### src/rtl/lgge_ram.sv
// Generic simple dual-port RAM: one write port, one read port, registered read.
`default_nettype none

module lgge_ram #(
    parameter int WIDTH = 64,
    parameter int DEPTH = 64
) (
    input  wire logic                     clk,
    input  wire logic                     we,
    input  wire logic [$clog2(DEPTH)-1:0] waddr,
    input  wire logic [WIDTH-1:0]         wdata,
    input  wire logic [$clog2(DEPTH)-1:0] raddr,
    output logic      [WIDTH-1:0]         rdata
);

    logic [WIDTH-1:0] mem [DEPTH];

    always_ff @(posedge clk) begin
        if (we) begin
            mem[waddr] <= wdata;
        end
        rdata <= mem[raddr];
    end

endmodule

`default_nettype wire

### config.mk
export PLATFORM = sky130hd
export DESIGN_NAME = lgge_ram
export DESIGN_NICKNAME = d
export VERILOG_FILES = /design/src/rtl/lgge_ram.sv
export SDC_FILE = /design/constraint.sdc
export NUM_CORES = 2
export LEC_CHECK = 0
export BUFFER_PORTS_ARGS = -buffer_cell sky130_fd_sc_hd__buf_4
export CELL_PAD_IN_SITES_DETAIL_PLACEMENT = 1
export CELL_PAD_IN_SITES_GLOBAL_PLACEMENT = 1
export CORE_ASPECT_RATIO = 0.7
export CORE_MARGIN = 4
export CORE_UTILIZATION = 45
export DETAILED_ROUTE_END_ITERATION = 8
export GPL_TIMING_DRIVEN = 0
export HOLD_SLACK_MARGIN = 0.03
export PLACE_DENSITY = 0.68
export SYNTH_ARGS = -nofsm -noshare
export SYNTH_HDL_FRONTEND = slang
export SYNTH_SLANG_ARGS = --single-unit
### constraint.sdc
create_clock -name clk -period 17.2 [get_ports clk]
set_clock_uncertainty 0.05 [all_clocks]
set_input_delay 3.44 -clock clk [delete_from_list [all_inputs] [get_ports clk]]
set_output_delay 3.44 -clock clk [all_outputs]
set_load 0.02 [all_outputs]
==> run summary <==
Critical path's top delay family: compound AO/OA/AOI/OAI gates
Clock slew at reported path FFs: 0.06 ns
Number of synthesized flops with an enable pin: 4096
Post-CTS setup buffer count: 0
Clock power share: 0.419
DRT antenna net count: 0
Psw: 0.00471 W
Antenna violations before repair: 67
Via Count: 78300
Most used cell, CP: buf_2
RD Place Congestion: 0.832
Worst vdd ir: 91.1 µV
RSZ-0062 raised after global routing: no
Async set or reset register ratio after synthesis: 0
Slew @ Worst Pin: 1.52 ns
Max Fclk: 0.137 GHz
Most used DFF post-synth: edfxtp_1
WP data required: 17.82 ns
Initial Util: 0.453
Share of Yosys cell area claimed by the top area cell type: 0.787
Final hold vios: 0
Top-level I/O count: 142
Total GRT Usage: 0.259
Fin crit period: 7.30 ns
DR pass1 iterations: 6
DP Wirelength: 312 mm
Worst Path Buf+Inv: 3
Syn Nets: 6676
Row count: 180
TNS Setup: 0 ns
Critical-path cell list: buf_4 -> buf_2 -> buf_2 -> mux4_2 -> mux2i_1 -> o22ai_1 -> a31oi_1 -> a211oi_1
DR WL met3: 63.4 mm
Comb pwr share: 0.056
# hold bufs at CTS: 0
Failing checks: capacitance limit, slew limit
Worst setup EP type: register
Area grow syn2layout: 15.6%
Total power per unit cell area: 119 mW/mm²
Most frequent cells in the layout: edfxtp_1 (4096), mux4_2 (1024), clkbuf_16 (404), clkbuf_1 (204), buf_2 (170)
CP max FO: 10
Clk buf depth: 4
Power Total: 0.0214 W
Worst hold-check path type: reg2reg
Multiplexer area fraction after synthesis: 0.156
Die Span Y: 501 µm
Max-slew violation count: 1
Post-Synth Simple-Gate Area: 0.0124
Flop pwr share: 0.525
Synthesis-stage register bit count: 4160
Pint: 0.0167 W
Post-CTS Resized: 0
Clk_lat worst skew: 0.96 ns
Clock sinks: 4160
Die area: 0.357 mm²
Placed insts: 11600
Setup-failing EPs final: 0
XOR/XNOR Fraction of Synth Area: 0
Vias per inst: 6.36
CTS tree: built
Leakage: 56.2 nW
Critical Path AT: 7.92 ns
Root buffer cell: clkbuf_16
Max stage delay on crit path: 1.16 ns
Status: finished, violations left
Top sig layer: met5
WL/cell: 37.8 µm
Largest area contributor in the netlist: edfxtp_1
Maxcap violations: 2
M1 wire length: 187 mm
Nets@finish: 7396
Syn. warnings: 0
Number of global-route vias before repair: 79000
Mean post-synth cell area: 23.7 µm²
Main combinational cell family by area after synthesis: multiplexers
Most common cell after layout, fill and taps aside: edfxtp_1
Initial DRC Count: 14600
Syn Std Cell Area: 0.156 mm²
Layout cells sized above 1: 0.294
# DRC: 0
H-tree Lvls: 5
TritonCTS Buffers: 395
Final non-filler cell total: 12300
Sw Share: 0.220
Fin crit share: 0.424
Cells after Synth: 6598
Largest net degree at the start of global routing: 65
Core Box Area: 0.345 mm²
First-pass GRT wire length: 644 mm
CP Class: in2reg
Worst setup SP type: primary input
Sequential fraction of the synthesis area: 0.795
Slew Limit Headroom: -0.0124
Die Span X: 713 µm
Total congestion overflow: 0
Port-buffer cells: 133
Routed wire length: 466 mm
Post-synthesis adder-cell area fraction: 0
Synth top area cells: edfxtp_1 (79%), mux4_2 (15%), mux2i_1 (0.86%), dfxtp_1 (0.82%), a22oi_1 (0.81%)
Slowest CP cell: a31oi_1
Unique masters post-synth: 33
Post-synthesis compound-gate area fraction: 0.0248
WL met2: 201 mm
Fillers: 29400
## flip-flops by register name, indices dropped and copies added, names as in the netlist
signal and count:
rdata 64, mem 4096
## layout make-up
class	instances	area [µm²]	area share
tap	4641	5810	0.0321
clock buffer	476	10400	0.0576
antenna	43	108	0.000596
timing repair buffer	323	4790	0.0265
buffer	370	1780	0.00986
multi-input combinational	2049	30800	0.170
inverter	19	71.3	0.000395
clock inverter	244	2680	0.0148
sequential	4160	124000	0.688
## path summary, 6_finish.rpt
| kind | startpoint | endpoint | slack [ns] | depth (start not counted) |
|---|---|---|---|---|
| max | raddr[0] | rdata[38] | 9.90 | 8 |
| min | mem[36][42] | rdata[42] | 0.88 | 4 |
| max reg2reg | mem[61][38] | rdata[38] | 13.78 | 5 |
| min reg2reg | mem[36][42] | rdata[42] | 0.88 | 4 |
## layer usage
layer	vias to the layer above	track usage
li1	30000	-
met5	-	0
met2	5294	0.369
met1	42300	0.392
met4	24	0.0698
met3	726	0.0740
## cell usage after synthesis, types with 63 or more instances
library cell  instances
mux4_2             1024
dfxtp_1              64
a22oi_1             168
buf_2               170
a22o_1               88
nor2_1              112
and3_1               64
o22ai_1              83
clkbuf_1            140
mux2i_1             135
a211oi_1             63
edfxtp_1           4096
## power by group through the flow
stage                     logic, W  clock network [W]  registers, W
after floorplan           0.000523                  0        0.0115
after global placement     0.00113                  0        0.0115
after detailed placement   0.00118                  0        0.0115
after CTS                  0.00119            0.00908        0.0112
after global routing       0.00125            0.00953        0.0112
final                      0.00120            0.00897        0.0112
## worst reg2reg max path: stages (launching register included)
cell,delay [ns]
edfxtp_1,0.36
mux4_2,0.48
mux2i_1,0.27
o22ai_1,0.42
a31oi_1,1.17
a211oi_1,0.39
## metrics by stage
step | area, µm² | hold slack [ns] | utilization | setup slack [ns]
global placement | 163000 | 0.874 | 0.473 | 1.43
CTS | 181000 | 0.890 | 0.524 | 10.10
floorplan | 156000 | 0.738 | - | 8.27
detailed placement | 167000 | 0.870 | 0.486 | 9.11
finish | 181000 | 0.879 | 0.524 | 9.90
global route | 181000 | 0.920 | 0.524 | 9.91
## cell families (layout without fill, tap and decap cells)
group	after synthesis	in the layout
AOI/OAI and AO/OA	504	504
buffers and inverters	389	1432
DFF	4160	4160
muxes	1159	1159
other	0	43
and+or+nand+nor	386	386
(Power assumes the default switching activity.)
